**config.mk**
```make
export PLATFORM = sky130hd
export DESIGN_NAME = stream_find_replace_core
export DESIGN_NICKNAME = d
export VERILOG_FILES = /design/src/rtl/sfr_pkg.sv /design/src/rtl/stream_find_replace_core.sv /design/src/rtl/sfr_cell.sv /design/src/rtl/sfr_cfg.sv
export SDC_FILE = /design/constraint.sdc
export NUM_CORES = 1
export LEC_CHECK = 0
export BUFFER_PORTS_ARGS = -buffer_cell sky130_fd_sc_hd__buf_2
export CELL_PAD_IN_SITES_DETAIL_PLACEMENT = 2
export CELL_PAD_IN_SITES_GLOBAL_PLACEMENT = 2
export CORE_UTILIZATION = 39
export CTS_CLUSTER_SIZE = 30
export DETAILED_ROUTE_END_ITERATION = 10
export GPL_ROUTABILITY_DRIVEN = 0
export PLACE_DENSITY_LB_ADDON = 0.15
export SKIP_CTS_REPAIR_TIMING = 1
export SYNTH_ARGS = -nofsm -noshare
export SYNTH_HDL_FRONTEND = slang
export SYNTH_SLANG_ARGS = --single-unit
```
**constraint.sdc**
```tcl
create_clock -name clk -period 4.05 [get_ports clk]
set_input_delay 0.81 -clock clk [delete_from_list [all_inputs] [get_ports clk]]
set_output_delay 0.81 -clock clk [all_outputs]
set_load 0.02 [all_outputs]
```
**src/rtl/sfr_pkg.sv**
```systemverilog
`timescale 1ns / 1ps
// ----------------------------------------------------------------------------
// sfr_pkg - shared types and constants for the stream find/replace core
// Widths, register map, config struct, sequencer states and a pattern byte
// picker.
// ----------------------------------------------------------------------------
package sfr_pkg;

  localparam int SEARCH_MAX_DEF  = 8;
  localparam int REPLACE_MAX_DEF = 8;

  localparam int BYTE_W     = 8;
  localparam int PAT_W      = 64;
  localparam int LEN_W      = 4;
  localparam int PAT_IDX_W  = 3;
  localparam int CFG_ADDR_W = 5;
  localparam int CFG_DATA_W = 64;

  // register map, 8-byte stride
  typedef enum logic [1:0] {
    REG_SEARCH_PAT,
    REG_SEARCH_LEN,
    REG_REPLACE_PAT,
    REG_REPLACE_LEN
  } cfg_reg_t;

  // Saturated, ready-to-use configuration
  typedef struct packed {
    logic [PAT_W-1:0] search_pat;
    logic [LEN_W-1:0] search_len;
    logic [PAT_W-1:0] replace_pat;
    logic [LEN_W-1:0] replace_len;
  } cfg_t;

  typedef enum logic [2:0] {
    S_IDLE,
    S_EVAL,
    S_DRAIN,
    S_FLUSH,
    S_REPL,
    S_MARK
  } state_t;

  function automatic logic [BYTE_W-1:0] pat_byte(input logic [PAT_W-1:0] w,
                                                 input logic [PAT_IDX_W-1:0] i);
    return w[i*BYTE_W +: BYTE_W];
  endfunction

endpackage

```
**src/rtl/stream_find_replace_core.sv**
```systemverilog
`timescale 1ns / 1ps
// ----------------------------------------------------------------------------
// stream_find_replace_core - streaming find and replace-all over bytes
// Replaces each leftmost, non-overlapping hit of the search pattern.
// ----------------------------------------------------------------------------
// Usage:
//   in_*  : one subject byte per transfer, in_tlast on the final byte.
//   out_* : one result byte per transfer; out_tuser=1 carries a byte,
//           out_tuser=0 is a bare end marker. out_tlast marks the last
//           result of the stream (always sent once per in_tlast).
//   cfg_* : APB writes, 8-byte stride: search pattern, search length,
//           replacement, replacement length. Write only while idle.
// Timing: a byte is taken only in the idle state. It is written into the
//   window (a row of byte cells) and judged in the next cycle; then each
//   result byte is sent as the window shifts down one cell or the
//   replacement index steps, whenever the output register is free. A
//   closing check follows whenever the byte neither completes a hit nor
//   ends the subject.
// Stall: results sit in a single output register; while it is held and a
//   result is due, the sequencer waits and no new byte is taken.
// Reset: window empty, registers zero (search length zero = pass-through).
// ----------------------------------------------------------------------------
module stream_find_replace_core #(
  parameter int SEARCH_MAX  = sfr_pkg::SEARCH_MAX_DEF,
  parameter int REPLACE_MAX = sfr_pkg::REPLACE_MAX_DEF
) (
  input  logic                           clk,
  input  logic                           rst_n,
  // subject stream
  input  logic                           in_tvalid,
  output logic                           in_tready,
  input  logic [7:0]                     in_tdata,   // [7:0] in_byte
  input  logic                           in_tlast,   // end_of_subject
  // result stream
  output logic                           out_tvalid,
  input  logic                           out_tready,
  output logic [7:0]                     out_tdata,  // [7:0] out_byte
  output logic                           out_tuser,  // [0] byte_present
  output logic                           out_tlast,  // end_of_result
  // configuration
  input  logic                           cfg_psel,
  input  logic                           cfg_penable,
  input  logic                           cfg_pwrite,
  input  logic [sfr_pkg::CFG_ADDR_W-1:0] cfg_paddr,
  input  logic [sfr_pkg::CFG_DATA_W-1:0] cfg_pwdata,
  output logic [sfr_pkg::CFG_DATA_W-1:0] cfg_prdata,
  output logic                           cfg_pready
);
  import sfr_pkg::*;

  localparam int CNT_W = $clog2(SEARCH_MAX + 1);

  cfg_t                 cfg;
  state_t               state_r, state_nxt;
  logic [CNT_W-1:0]     count_r, count_nxt;
  logic [PAT_IDX_W-1:0] idx_r, idx_nxt;
  logic                 end_r, end_nxt;

  logic                 out_valid_r, out_valid_nxt;
  logic [BYTE_W-1:0]    out_byte_r, out_byte_nxt;
  logic                 out_pres_r, out_pres_nxt;
  logic                 out_last_r, out_last_nxt;

  logic [BYTE_W-1:0]    cell_byte [SEARCH_MAX];
  logic [SEARCH_MAX-1:0] cell_match, cell_ok;

  logic accept, out_free;
  logic all_ok, full_hit, prefix_hold, rep_last_idx;
  logic emit, emit_pres, emit_last, shift_en, clear_win, idx_inc;
  logic [BYTE_W-1:0] emit_byte;
  logic [LEN_W-1:0]  count_ext;

  sfr_cfg #(
    .SEARCH_MAX  (SEARCH_MAX),
    .REPLACE_MAX (REPLACE_MAX)
  ) u_cfg (
    .clk         (clk),
    .rst_n       (rst_n),
    .cfg_psel    (cfg_psel),
    .cfg_penable (cfg_penable),
    .cfg_pwrite  (cfg_pwrite),
    .cfg_paddr   (cfg_paddr),
    .cfg_pwdata  (cfg_pwdata),
    .cfg_prdata  (cfg_prdata),
    .cfg_pready  (cfg_pready),
    .cfg         (cfg)
  );

  assign accept   = in_tvalid & in_tready;
  assign out_free = ~out_valid_r | out_tready;

  // Window: cell 0 is the oldest pending byte; a shift hands each byte
  // one cell down, so cell i is always compared with pattern byte i.
  for (genvar i = 0; i < SEARCH_MAX; i++) begin : g_cell
    logic [BYTE_W-1:0] nbr;
    if (i == SEARCH_MAX - 1) begin : g_top
      assign nbr = '0;
    end else begin : g_mid
      assign nbr = cell_byte[i+1];
    end

    sfr_cell u_cell (
      .clk        (clk),
      .load_en    (accept && (count_r == CNT_W'(i))),
      .shift_en   (shift_en),
      .new_byte   (in_tdata),
      .nbr_byte   (nbr),
      .pat_byte_i (cfg.search_pat[i*BYTE_W +: BYTE_W]),
      .byte_q     (cell_byte[i]),
      .match      (cell_match[i])
    );

    // empty cells do not spoil the prefix test
    assign cell_ok[i] = (CNT_W'(i) >= count_r) || cell_match[i];
  end

  assign all_ok      = &cell_ok;
  assign count_ext   = LEN_W'(count_r);
  // whole window equals the pattern
  assign full_hit    = (cfg.search_len != '0) && (count_ext == cfg.search_len) && all_ok;
  // remaining bytes still a proper prefix: keep them waiting
  assign prefix_hold = (count_ext < cfg.search_len) && all_ok;
  assign rep_last_idx = ((LEN_W'(idx_r) + LEN_W'(1)) == cfg.replace_len);

  assign in_tready = (state_r == S_IDLE);

  // ---- next state ----
  always_comb begin
    state_nxt = state_r;
    case (state_r)
      S_IDLE: begin
        if (accept) state_nxt = S_EVAL;
      end
      S_EVAL: begin
        if (full_hit) begin
          if (cfg.replace_len != '0) state_nxt = S_REPL;
          else if (end_r)            state_nxt = S_MARK;
          else                       state_nxt = S_IDLE;
        end else if (end_r) begin
          state_nxt = S_FLUSH;
        end else begin
          state_nxt = S_DRAIN;
        end
      end
      S_DRAIN: begin
        if (count_r == '0 || prefix_hold) state_nxt = S_IDLE;
      end
      S_FLUSH: begin
        if (count_r == '0 || (out_free && count_r == CNT_W'(1))) state_nxt = S_IDLE;
      end
      S_REPL: begin
        if (out_free && rep_last_idx) state_nxt = S_IDLE;
      end
      S_MARK: begin
        if (out_free) state_nxt = S_IDLE;
      end
      default: state_nxt = S_IDLE;
    endcase
  end

  // ---- sequencer outputs ----
  always_comb begin
    emit      = 1'b0;
    emit_byte = '0;
    emit_pres = 1'b1;
    emit_last = 1'b0;
    shift_en  = 1'b0;
    clear_win = 1'b0;
    idx_inc   = 1'b0;
    case (state_r)
      S_EVAL: begin
        clear_win = full_hit;
      end
      S_DRAIN: begin
        if (!(count_r == '0 || prefix_hold) && out_free) begin
          emit      = 1'b1;
          emit_byte = cell_byte[0];
          shift_en  = 1'b1;
        end
      end
      S_FLUSH: begin
        if (count_r != '0 && out_free) begin
          emit      = 1'b1;
          emit_byte = cell_byte[0];
          emit_last = (count_r == CNT_W'(1));
          shift_en  = 1'b1;
        end
      end
      S_REPL: begin
        if (out_free) begin
          emit      = 1'b1;
          emit_byte = pat_byte(cfg.replace_pat, idx_r);
          emit_last = end_r && rep_last_idx;
          idx_inc   = 1'b1;
        end
      end
      S_MARK: begin
        if (out_free) begin
          emit      = 1'b1;
          emit_pres = 1'b0;
          emit_last = 1'b1;
        end
      end
      default: ;
    endcase
  end

  // ---- counters, flags and output register ----
  always_comb begin
    count_nxt = count_r;
    if (accept)         count_nxt = count_r + CNT_W'(1);
    else if (clear_win) count_nxt = '0;
    else if (shift_en)  count_nxt = count_r - CNT_W'(1);

    idx_nxt = idx_r;
    if (state_r == S_EVAL) idx_nxt = '0;
    else if (idx_inc)      idx_nxt = idx_r + PAT_IDX_W'(1);

    end_nxt = accept ? in_tlast : end_r;

    out_valid_nxt = out_valid_r;
    out_byte_nxt  = out_byte_r;
    out_pres_nxt  = out_pres_r;
    out_last_nxt  = out_last_r;
    if (emit) begin
      out_valid_nxt = 1'b1;
      out_byte_nxt  = emit_byte;
      out_pres_nxt  = emit_pres;
      out_last_nxt  = emit_last;
    end else if (out_tready) begin
      out_valid_nxt = 1'b0;
    end
  end

  always_ff @(posedge clk) begin
    if (!rst_n) begin
      state_r     <= S_IDLE;
      count_r     <= '0;
      idx_r       <= '0;
      end_r       <= 1'b0;
      out_valid_r <= 1'b0;
    end else begin
      state_r     <= state_nxt;
      count_r     <= count_nxt;
      idx_r       <= idx_nxt;
      end_r       <= end_nxt;
      out_valid_r <= out_valid_nxt;
    end
  end

  always_ff @(posedge clk) begin
    out_byte_r <= out_byte_nxt;
    out_pres_r <= out_pres_nxt;
    out_last_r <= out_last_nxt;
  end

  assign out_tvalid = out_valid_r;
  assign out_tdata  = out_byte_r;
  assign out_tuser  = out_pres_r;
  assign out_tlast  = out_last_r;

  // ---- assertions ----
  a_count_bound: assert property (@(posedge clk) disable iff (!rst_n)
    count_r <= CNT_W'(SEARCH_MAX))
    else $error("window count beyond cell row");

  a_idle_room: assert property (@(posedge clk) disable iff (!rst_n)
    (state_r == S_IDLE) |-> (count_r < CNT_W'(SEARCH_MAX)))
    else $error("idle with no free cell for the next byte");

  a_repl_empty: assert property (@(posedge clk) disable iff (!rst_n)
    (state_r == S_REPL) |-> (count_r == '0))
    else $error("replacement sent while window not cleared");

  a_last_closes: assert property (@(posedge clk) disable iff (!rst_n)
    (emit && emit_last) |=> (state_r == S_IDLE && count_r == '0))
    else $error("final result sent but window not empty");

  a_emit_free: assert property (@(posedge clk) disable iff (!rst_n)
    (out_valid_r && !out_tready) |-> !emit)
    else $error("output register overwritten while stalled");

endmodule

```
**src/rtl/sfr_cell.sv**
```systemverilog
`timescale 1ns / 1ps
// ----------------------------------------------------------------------------
// sfr_cell - one byte of the pending window
// Loads a new byte or takes its upper neighbour's byte; flags a pattern hit.
// ----------------------------------------------------------------------------
module sfr_cell (
  input  logic                       clk,
  input  logic                       load_en,
  input  logic                       shift_en,
  input  logic [sfr_pkg::BYTE_W-1:0] new_byte,
  input  logic [sfr_pkg::BYTE_W-1:0] nbr_byte,
  input  logic [sfr_pkg::BYTE_W-1:0] pat_byte_i,
  output logic [sfr_pkg::BYTE_W-1:0] byte_q,
  output logic                       match
);
  import sfr_pkg::*;

  logic [BYTE_W-1:0] byte_r;

  always_ff @(posedge clk) begin
    if (load_en) begin
      byte_r <= new_byte;
    end else if (shift_en) begin
      byte_r <= nbr_byte;
    end
  end

  assign byte_q = byte_r;
  assign match  = (byte_r == pat_byte_i);

endmodule

```
**src/rtl/sfr_cfg.sv**
```systemverilog
`timescale 1ns / 1ps
// ----------------------------------------------------------------------------
// sfr_cfg - APB register bank
// Holds patterns and lengths; lengths are saturated on the way out.
// ----------------------------------------------------------------------------
module sfr_cfg #(
  parameter int SEARCH_MAX  = sfr_pkg::SEARCH_MAX_DEF,
  parameter int REPLACE_MAX = sfr_pkg::REPLACE_MAX_DEF
) (
  input  logic                           clk,
  input  logic                           rst_n,
  input  logic                           cfg_psel,
  input  logic                           cfg_penable,
  input  logic                           cfg_pwrite,
  input  logic [sfr_pkg::CFG_ADDR_W-1:0] cfg_paddr,
  input  logic [sfr_pkg::CFG_DATA_W-1:0] cfg_pwdata,
  output logic [sfr_pkg::CFG_DATA_W-1:0] cfg_prdata,
  output logic                           cfg_pready,
  output sfr_pkg::cfg_t                  cfg
);
  import sfr_pkg::*;

  logic [PAT_W-1:0] spat_r, rpat_r;
  logic [LEN_W-1:0] slen_r, rlen_r;
  cfg_reg_t         reg_sel;
  logic             wr_en;

  assign reg_sel    = cfg_reg_t'(cfg_paddr[CFG_ADDR_W-1 -: 2]);
  assign wr_en      = cfg_psel & cfg_penable & cfg_pwrite;
  assign cfg_pready = 1'b1;

  always_ff @(posedge clk) begin
    if (!rst_n) begin
      spat_r <= '0;
      slen_r <= '0;
      rpat_r <= '0;
      rlen_r <= '0;
    end else if (wr_en) begin
      case (reg_sel)
        REG_SEARCH_PAT:  spat_r <= cfg_pwdata[PAT_W-1:0];
        REG_SEARCH_LEN:  slen_r <= cfg_pwdata[LEN_W-1:0];
        REG_REPLACE_PAT: rpat_r <= cfg_pwdata[PAT_W-1:0];
        REG_REPLACE_LEN: rlen_r <= cfg_pwdata[LEN_W-1:0];
        default: ;
      endcase
    end
  end

  always_comb begin
    case (reg_sel)
      REG_SEARCH_PAT:  cfg_prdata = CFG_DATA_W'(spat_r);
      REG_SEARCH_LEN:  cfg_prdata = CFG_DATA_W'(slen_r);
      REG_REPLACE_PAT: cfg_prdata = CFG_DATA_W'(rpat_r);
      REG_REPLACE_LEN: cfg_prdata = CFG_DATA_W'(rlen_r);
      default:         cfg_prdata = '0;
    endcase
  end

  always_comb begin
    cfg.search_pat  = spat_r;
    cfg.replace_pat = rpat_r;
    cfg.search_len  = (slen_r > LEN_W'(SEARCH_MAX))  ? LEN_W'(SEARCH_MAX)  : slen_r;
    cfg.replace_len = (rlen_r > LEN_W'(REPLACE_MAX)) ? LEN_W'(REPLACE_MAX) : rlen_r;
  end

endmodule

```
==> results of run 1 <==
==> final cells by class <==
cell class	instances	area share [%]
Tap cell	378	3.55
Clock inverter	10	0.827
Multi-Input combinational cell	866	43.8
Timing Repair Buffer	174	7.18
Sequential cell	222	38.9
Inverter	7	0.197
Clock buffer	38	5.48
==> metrics by stage <==
stage          cells  total power [W]  setup WS, ns  utilization, %
5_1_grt         1695          0.00688         0.473            47.3
3_5_place_dp    1647          0.00432         0.755            44.3
4_1_cts         1695          0.00667         0.711            47.3
3_3_place_gp    1647          0.00421         0.893            44.3
6_report        1695          0.00664         0.641            47.3
2_1_floorplan   1165          0.00382         0.960               -
==> cell families after synthesis <==
kind of cell / count (synthesis)
flops: 222
xor+xnor: 69
fa+ha+maj: 9
simple gates: 456
compound gates: 176
other cells: 1
mux: 155
buf+inv: 77
==> cells in the final DEF, fill, tap and decap left out, types with 2 or more instances in the layout <==
| cell | n |
|---|---|
| ha_1 | 9 |
| nand4b_1 | 2 |
| mux2i_1 | 79 |
| buf_4 | 16 |
| clkbuf_1 | 8 |
| clkinv_2 | 6 |
| o21a_1 | 2 |
| edfxtp_1 | 74 |
| clkbuf_8 | 3 |
| o21ai_0 | 16 |
| and3_1 | 3 |
| dfxtp_1 | 148 |
| and2_1 | 12 |
| a21oi_1 | 8 |
| xor2_1 | 50 |
| xnor2_1 | 19 |
| nand2b_1 | 3 |
| buf_2 | 155 |
| a31o_2 | 2 |
| nor4_1 | 13 |
| buf_12 | 3 |
| nand3_1 | 10 |
| inv_1 | 7 |
| mux4_2 | 20 |
| nor2_1 | 72 |
| a21boi_0 | 132 |
| mux2_2 | 56 |
| nor3b_1 | 2 |
| clkbuf_16 | 26 |
| nor3_1 | 7 |
| nand4_1 | 7 |
| nand2_1 | 299 |
| nor2b_1 | 16 |
| bufinv_16 | 2 |
==> sequential cells by signal, indices dropped and copies added (netlist names) <==
signal and count:
g_cell.u_cell.byte_q 64, u_cfg.rpat_r 64, u_cfg.spat_r 64, out_tdata 8, count_ext 4, u_cfg.rlen_r 4
u_cfg.slen_r 4, idx_r 3, state_r 3, end_r 1, out_tlast 1, out_tuser 1
out_tvalid 1
==> per-layer routing <==
layer / global-route usage [%] / vias to the layer above
met2: 49.9 / 207
met4: 7.43 / 4
li1: - / 4282
met1: 34.1 / 4694
met5: 0 / -
met3: 3.07 / 59
==> critical path, cell delays in order, from the launching register on <==
cell and delay (ns):
dfxtp_1 0.39, inv_1 0.20, ha_1 0.33, inv_1 0.12, nor3_1 0.44, a21oi_1 0.12
a31oi_1 0.35, nand2_1 0.20, o31a_1 0.49, or2_1 0.46
==> Yosys cell counts (2+ instances only) <==
| master | number |
|---|---|
| a21boi_0 | 132 |
| a21oi_1 | 8 |
| a31o_2 | 2 |
| and2_1 | 12 |
| and3_1 | 3 |
| buf_1 | 3 |
| buf_6 | 2 |
| clkbuf_1 | 63 |
| dfxtp_1 | 148 |
| edfxtp_1 | 74 |
| ha_1 | 9 |
| inv_1 | 7 |
| mux2_2 | 56 |
| mux2i_1 | 79 |
| mux4_2 | 20 |
| nand2_1 | 299 |
| nand2b_1 | 3 |
| nand3_1 | 10 |
| nand4_1 | 7 |
| nand4b_1 | 2 |
| nor2_1 | 73 |
| nor2b_1 | 16 |
| nor3_1 | 8 |
| nor3b_1 | 2 |
| nor4_1 | 13 |
| o21a_1 | 2 |
| o21ai_0 | 16 |
| or3_1 | 2 |
| xnor2_1 | 19 |
| xor2_1 | 50 |
==> worst paths after layout <==
kind	to	slack, ns	depth (start not counted)
worst max-delay path	g_cell[7].u_cell.byte_q[5]	0.64	9
worst min-delay path	u_cfg.rpat_r[45]	0.49	2
worst max register to register	g_cell[7].u_cell.byte_q[5]	0.64	9
worst min register to register	u_cfg.rpat_r[45]	0.49	2
==> where the power goes <==
| group | switching, W | internal (W) | total (W) | leakage, nW |
|---|---|---|---|---|
| Sequential | 0.000256 | 0.00267 | 0.00292 | 1.87 |
| Combinational | 0.000854 | 0.000529 | 0.00138 | 2.87 |
| Clock | 0.000959 | 0.00138 | 0.00233 | 0.416 |
==> impl_metrics.yaml, run 1 <==
timing:
  finalSetupTns_ns: 0
  setup_viol: 0
  finalHoldViolCount: 0
  tightestPinTransition_ns: 0.925
  hold_slack_ns: 0.491
  slew_viol_final: 0
  min_period_ns: 3.41
  finalCritPeriodShare_pct: 84.2
  rsz0062_at_grt: "false"
  skew_ns: 0.0177
  max_slew_margin_pct: 38.1
  fmax_ghz: 0.293
critical_path:
  cp_max_fo: 12
  required_ns: 4.30
  r2r_start: "count_ext[0]"
  crit_start: "count_ext[0]"
  setup.worst_path.end_class: "flop"
  cp-start-kind: "flop"
  crit_type: "flop to flop"
  cp.arrival_ns: 3.66
layout:
  multi_input_area_sq_mm: 0.00584
  fill_cells: 3014
  drive_gt1_share_pct: 23.2
  final_area_sq_mm: 0.0133
  nets: 1391
  syn_to_final_growth_pct: 17.7
  register_area_sq_mm: 0.00518
  n_antenna_cell: 0
die:
  initial_utilization_pct: 40.2
  core_sq_mm: 0.0282
  rows: 61
  ios: 162
  die_w_um: 172
  die_area_sq_mm: 0.0297
  die_h_um: 172
clocking:
  cts_tree: "done"
  clock_latency_ns: 0.55
  cts.sinks: 222
  htreeDepth: 1
  cts_buffers: 26
  cts.clk_slew.worst_paths_ns: 0.06
  cts-root-buf: "clkbuf_16"
  clock_path_buffers: 3
power_and_ir_drop:
  powerDensity_mw_per_mm2: 499
  peakVddDrop_v: 0.000321
  power.static_leakage_nw: 5.16
synth:
  synth-compound-area-share_pct: 11.5
  seq_area_frac_synth_pct: 45.8
  yosysTopAreaCellShare_pct: 26.2
  synth_cell_type_count: 55
  ys_warn_count: 0
  synth_nets: 1259
  yosys.area_share.simple_pct: 17.0
  syn_area_per_cell_sq_um: 9.71
  yosys.area.top_type: "dfxtp_1"
  synth_flop_cell: "dfxtp_1"
  synthAdderAreaFrac_pct: 0.995
  ys_ff_latch: 222
  synth_area_sq_mm: 0.0113
  postSynth.asyncResetShare_pct: 0
  synth-edff-count: 74
  synth_xor_xnor_area_share_pct: 5.34
  muxShareOfSynthArea_pct: 16.5
  synth_area_leaders: "dfxtp_1 (26%), edfxtp_1 (20%), nand2_1 (9.9%), a21boi_0 (8.8%), mux2i_1 (7.0%)"
  synthCells: 1165
  synth_top_family_by_area: "simple AND/OR/NAND/NOR gates"
global_route:
  overflow: 0
  grt_pass1_wl_mm: 60.4
  antenna_found_initial: 3
  grt_max_degree: 73
  grt_pass1_vias: 9924
  grt_util_all_layers_pct: 27.4
detailed_routing:
  antenna_left: 0
  drc: 0
  first_pass_iters: 5
  wl_met2_mm: 20.4
  highest_layer: "met5"
  vias_per_cell: 5.45
  dr_total_vias: 9246
  wl_met3_mm: 1.42
  wl_mm: 40.1
  avgRoutedWirePerCell_um: 23.6
  drt-met1-wl_mm: 17.3
  dr.first_iter.drc_count: 434
min_path:
  hold_class: "flop to flop"
  hp-start: "u_cfg.rpat_r[45]"
outcome:
  status: "finished clean"
placement:
  port_buffers: 157
  dpl_cell_area_sq_mm: 0.0125
  hpwl_mm: 28.8
job:
  cap_violations: 0
No activity file was read; power rests on OpenSTA's default activity.
==> inputs of run 2 (changes only) <==
--- a/config.mk
+++ b/config.mk
@@ -5,10 +5,11 @@
 export SDC_FILE = /design/constraint.sdc
 export NUM_CORES = 1
 export LEC_CHECK = 0
+export ABC_AREA = 1
 export BUFFER_PORTS_ARGS = -buffer_cell sky130_fd_sc_hd__buf_2
 export CELL_PAD_IN_SITES_DETAIL_PLACEMENT = 2
 export CELL_PAD_IN_SITES_GLOBAL_PLACEMENT = 2
-export CORE_UTILIZATION = 39
+export CORE_UTILIZATION = 33
 export CTS_CLUSTER_SIZE = 30
 export DETAILED_ROUTE_END_ITERATION = 10
 export GPL_ROUTABILITY_DRIVEN = 0
==> constraint.sdc (replaced) <==
create_clock -name clk -period 3.2 [get_ports clk]
set_input_delay 0.64 -clock clk [delete_from_list [all_inputs] [get_ports clk]]
set_output_delay 0.64 -clock clk [all_outputs]
set_load 0.02 [all_outputs]
==> impl_metrics.yaml, run 2 <==
outcome:
  status: "finished clean"
detailed_routing:
  wl_mm: 45.3
  first_pass_iters: 5
  dr_total_vias: 10700
  antenna_left: 0
  avgRoutedWirePerCell_um: 22.4
  vias_per_cell: 5.27
  dr.first_iter.drc_count: 532
  drc: 0
critical_path:
  cp_max_fo: 13
  crit_top_cell: "inv_1"
  crit_type: "flop to flop"
  setup.worst_path.end_class: "flop"
  cp_cell_sequence: "inv_1, nand3_1, a21oi_1, ha_1, inv_1, a21oi_1, nor2_1, a211oi_1, nand3_2, nand2_2, nand2_2, nand2_4, nand2_1, o21ai_0, inv_1"
  crit_buf_inv: 3
  worst_path_max_delay_cell: "dfxtp_1"
  required_ns: 3.62
  path_delay_family: "simple AND/OR/NAND/NOR gates"
  slowest_delay_ns: 0.36
  cp.arrival_ns: 3.24
  cp-start-kind: "flop"
synth:
  synth_area_leaders: "dfxtp_1 (27%), edfxtp_1 (20%), o21ai_0 (12%), nand2_1 (8.6%), nor2_1 (6.7%)"
  synth_flop_cell: "dfxtp_1"
  ys_ff_latch: 222
  synth_common_cells: "o21ai_0 (264), nand2_1 (249), nor2_1 (194), dfxtp_1 (148), inv_1 (129)"
  synth_cell_type_count: 43
  syn_area_per_cell_sq_um: 7.63
  synthCells: 1423
  yosysTopAreaCellShare_pct: 27.3
  yosys.area.top_type: "dfxtp_1"
  synth_nets: 1517
  postSynth.asyncResetShare_pct: 0
  ys_warn_count: 0
  synth-edff-count: 74
  synth_area_sq_mm: 0.0109
  seq_area_frac_synth_pct: 47.7
  yosysMostFrequentCell: "o21ai_0"
timing:
  skew_ns: 0.0198
  max_slew_margin_pct: 37.4
  tightestPinTransition_ns: 0.931
  min_period_ns: 2.82
  finalCritPeriodShare_pct: 88.1
  fmax_ghz: 0.355
  rsz0062_at_grt: "false"
  slew_viol_final: 0
  finalHoldViolCount: 0
  setup_viol: 0
  finalSetupTns_ns: 0
power_and_ir_drop:
  peakVddDrop_v: 0.000373
  powerDensity_mw_per_mm2: 684
  totalPowerFinal_w: 0.00888
  power.static_leakage_nw: 5.39
min_path:
  hold_class: "input port to flop"
global_route:
  grt_max_degree: 142
  grt_pass1_wl_mm: 68.5
  grt_pass1_vias: 11300
  overflow: 0
  antenna_found_initial: 0
  grt_util_all_layers_pct: 27.0
clocking:
  cts-root-buf: "clkbuf_16"
  cts.sinks: 222
  clock_latency_ns: 0.54
  htreeDepth: 1
  cts_tree: "done"
  cts.clk_slew.worst_paths_ns: 0.06
  clock_path_buffers: 3
  cts_buffers: 27
layout:
  n_antenna_cell: 0
  final_common_cell: "o21ai_0"
  syn_to_final_growth_pct: 19.5
  drive_gt1_share_pct: 15.8
  nets: 1655
  final_util_pct: 40.0
  layout_common_cells: "o21ai_0 (264), nand2_1 (249), nor2_1 (193)"
job:
  cap_violations: 0
placement:
  hpwl_mm: 33.5
  port_buffers: 157
die:
  core_sq_mm: 0.0325
  ios: 162
  die_w_um: 183
  die_area_sq_mm: 0.0336
  rows: 66
  die_h_um: 183
  initial_utilization_pct: 33.5
run 2: cell types whose count changed after synthesis, moves of 19 or more:
cell | previous run | this run
a21boi_0 | 132 | 1
o21ai_0 | 16 | 264
inv_1 | 7 | 129
xnor2_1 | 19 | 42
nor2_1 | 73 | 194
mux2i_1 | 79 | 0
nand3_1 | 10 | 33
a22o_1 | 0 | 19
mux2_2 | 56 | 2
mux4_2 | 20 | 0
nand2_1 | 299 | 249
xor2_1 | 50 | 3
a21oi_1 | 8 | 106
run 2: cell families after synthesis:
family,Yosys count,share of synthesized area [%]
AND/OR/NAND/NOR,514,19.3
AO/OA/AOI/OAI,420,20.5
flip-flops,222,47.7
buffers and inverters,210,7.57
XOR/XNOR,45,3.63
adder cells (fa/ha/maj),9,1.04
multiplexers,2,0.207
other,1,0.0345
run 2: layer usage:
layer	vias up	track usage [%]	wire, um
met4	0	8.70	1520
met2	226	48.7	22700
met5	-	0	0
li1	4999	-	-
met3	66	2.28	1390
met1	5363	33.8	19700
run 2: power breakdown:
group	internal (W)	switching [W]	leakage (nW)	total [W]
Sequential	0.00347	0.000330	1.88	0.00379
Clock	0.00170	0.00123	0.403	0.00293
Combinational	0.000678	0.00147	3.11	0.00215
run 2: metrics by stage:
| step | setup WS [ns] | instances | area [sq um] | hold slack (ns) |
|---|---|---|---|---|
| 2_1_floorplan | 0.952 | 1423 | 10900 | 0.435 |
| 3_3_place_gp | 0.572 | 1974 | 12200 | 0.462 |
| 3_5_place_dp | 0.421 | 1974 | 12200 | 0.470 |
| 4_1_cts | 0.294 | 2022 | 13000 | 0.311 |
| 5_1_grt | 0.0888 | 2022 | 13000 | 0.335 |
| 6_report | 0.382 | 2022 | 13000 | 0.327 |
run 2: area by class of cell:
type | count | area [sq um]
clock buffer | 41 | 758
fill | 3802 | 19500
sequential | 222 | 5180
inverter | 136 | 510
tap | 442 | 553
multi-input combinational | 991 | 4860
timing repair buffer | 183 | 1050
clock inverter | 7 | 62.6
run 2: path summary, 6_finish.rpt:
kind | startpoint | endpoint | slack, ns | depth (start not counted)
worst max register to register | u_cfg.slen_r[1] | out_tvalid | 0.38 | 15
worst max-delay path | u_cfg.slen_r[1] | out_tvalid | 0.38 | 15
worst min register to register | u_cfg.rpat_r[26] | u_cfg.rpat_r[26] | 0.48 | 2
worst min-delay path | cfg_pwdata[38] | u_cfg.rpat_r[38] | 0.33 | 3
run 2: tightest hold or removal path: stages:
cell,delay (ns)
buf_2,0.08
nor2_1,0.04
nor2_1,0.08
==> inputs of run 3 (changes only) <==
==> constraint.sdc (replaced) <==
create_clock -name clk -period 3.2 [get_ports clk]
set_input_delay 0.32 -clock clk [delete_from_list [all_inputs] [get_ports clk]]
set_output_delay 0.32 -clock clk [all_outputs]
set_load 0.02 [all_outputs]
==> impl_metrics.yaml, run 3 (same netlist as run 2, synthesis figures left out) <==
outcome:
  status: "finished clean"
critical_path:
  cp-start-kind: "flop"
  worst_path_max_delay_cell: "o21ai_0"
  cp.arrival_ns: 2.90
  cp_cell_sequence: "inv_1, nand3_1, a21oi_1, ha_1, inv_1, a21oi_1, nor2_1, a211oi_1, nand3_2, nand2_2, nand2_2, nand2_4, o21ai_0"
  required_ns: 3.33
  cp_max_fo: 13
  slowest_delay_ns: 0.48
  setup.worst_path.end_class: "flop"
  path_delay_family: "compound AO/OA/AOI/OAI gates"
  crit_buf_inv: 2
  crit_type: "flop to flop"
die:
  die_area_sq_mm: 0.0336
  core_sq_mm: 0.0325
  die_h_um: 183
  die_w_um: 183
  rows: 66
  ios: 162
  initial_utilization_pct: 33.5
layout:
  register_area_sq_mm: 0.00518
  drive_gt1_share_pct: 15.3
  final_common_cell: "o21ai_0"
  nets: 1651
  multi_input_area_sq_mm: 0.00486
  syn_to_final_growth_pct: 18.8
  fill_cells: 3839
  layout_common_cells: "o21ai_0 (264), nand2_1 (249), nor2_1 (193)"
timing:
  min_period_ns: 2.77
  finalCritPeriodShare_pct: 86.5
  worst_slack_ns: 0.432
  rsz0062_at_grt: "false"
  tightestPinTransition_ns: 1.24
  setup_viol: 0
  slew_viol_final: 0
  finalHoldViolCount: 0
  finalSetupTns_ns: 0
  max_slew_margin_pct: 16.1
  fmax_ghz: 0.361
  skew_ns: 0.0159
power_and_ir_drop:
  netSwitchingFraction_pct: 34.5
  clkPwrFrac_pct: 32.9
  p_int_w: 0.00577
  power.static_leakage_nw: 5.34
  peakVddDrop_v: 0.000383
  powerDensity_mw_per_mm2: 683
  power_frac_seq_pct: 42.9
  combinationalPowerShare_pct: 24.3
  power.switching_w: 0.00304
global_route:
  use_met1_pct: 34.0
  grt.busiest_layer: "met2"
  grtUsageMet3_pct: 2.26
  grt_max_degree: 142
  grt_util_all_layers_pct: 27.0
  antenna_found_initial: 1
  grt_use_met2_pct: 49.1
  grt_pass1_vias: 11200
  grt_pass1_wl_mm: 68.6
  overflow: 0
placement:
  port_buffers: 157
  pre_cts_ws_ns: 0.438
  hpwl_mm: 33.3
clocking:
  clock_path_buffers: 3
  cts_buffers: 27
  cts.clk_slew.worst_paths_ns: 0.06
  cts_tree: "done"
  clock_latency_ns: 0.56
  htreeDepth: 1
  cts-root-buf: "clkbuf_16"
  cts.sinks: 222
detailed_routing:
  antenna_left: 0
  avgRoutedWirePerCell_um: 22.4
  dr_total_vias: 10600
  drc: 0
  dr.first_iter.drc_count: 686
  first_pass_iters: 5
  vias_per_cell: 5.24
  wl_mm: 45.2
min_path:
  hold_class: "input port to flop"
job:
  cap_violations: 0
run 3: tightest hold or removal path, cell delays in order:
cell    delay [ns]
buf_2         0.08
nor2_1        0.04
nor2_1        0.08
run 3: power by group through the flow:
| stage | Clock [W] | Sequential [W] | Combinational [W] |
|---|---|---|---|
| 6_report | 0.00289 | 0.00378 | 0.00214 |
| 5_1_grt | 0.00306 | 0.00382 | 0.00239 |
| 4_1_cts | 0.00294 | 0.00378 | 0.00216 |
| 3_5_place_dp | 0 | 0.00384 | 0.00213 |
| 3_3_place_gp | 0 | 0.00382 | 0.00202 |
| 2_1_floorplan | 0 | 0.00374 | 0.00147 |
run 3: per-layer routing:
metal | wire [um] | up-vias
li1 | - | 4986
met1 | 20000 | 5339
met2 | 22700 | 208
met3 | 1200 | 65
met4 | 1320 | 0
met5 | 0 | -
run 3: final cells by class:
cell class                      count  area share, %
Antenna cell                        1         0.0194
Clock buffer                       44           5.97
Clock inverter                      6          0.252
Inverter                          136           3.95
Multi-Input combinational cell    991           37.7
Sequential cell                   222           40.2
Tap cell                          442           4.28
Timing Repair Buffer              179           7.68
run 3: path summary, 6_finish.rpt:
kind                                        from                          to  slack [ns]  depth (start not counted)
worst min register to register  u_cfg.rpat_r[23]            u_cfg.rpat_r[23]        0.49                          2
worst min-delay path              cfg_pwdata[34]            u_cfg.rpat_r[34]      0.0007                          3
worst max register to register   u_cfg.slen_r[0]  g_cell[4].u_cell.byte_q[4]        0.43                         13
worst max-delay path             u_cfg.slen_r[0]  g_cell[4].u_cell.byte_q[4]        0.43                         13
run 3: stage by stage:
stage | util (%) | hold WS (ns) | instances | power (W) | area (sq um)
finish | 39.8 | 0.000736 | 2021 | 0.00881 | 12900
CTS | 39.8 | -0.0142 | 2020 | 0.00888 | 12900
global route | 39.8 | 0.00462 | 2020 | 0.00927 | 12900
global placement | 37.3 | 0.462 | 1970 | 0.00584 | 12100
detailed placement | 37.3 | 0.473 | 1970 | 0.00597 | 12100
floorplan | - | 0.435 | 1423 | 0.00520 | 10900
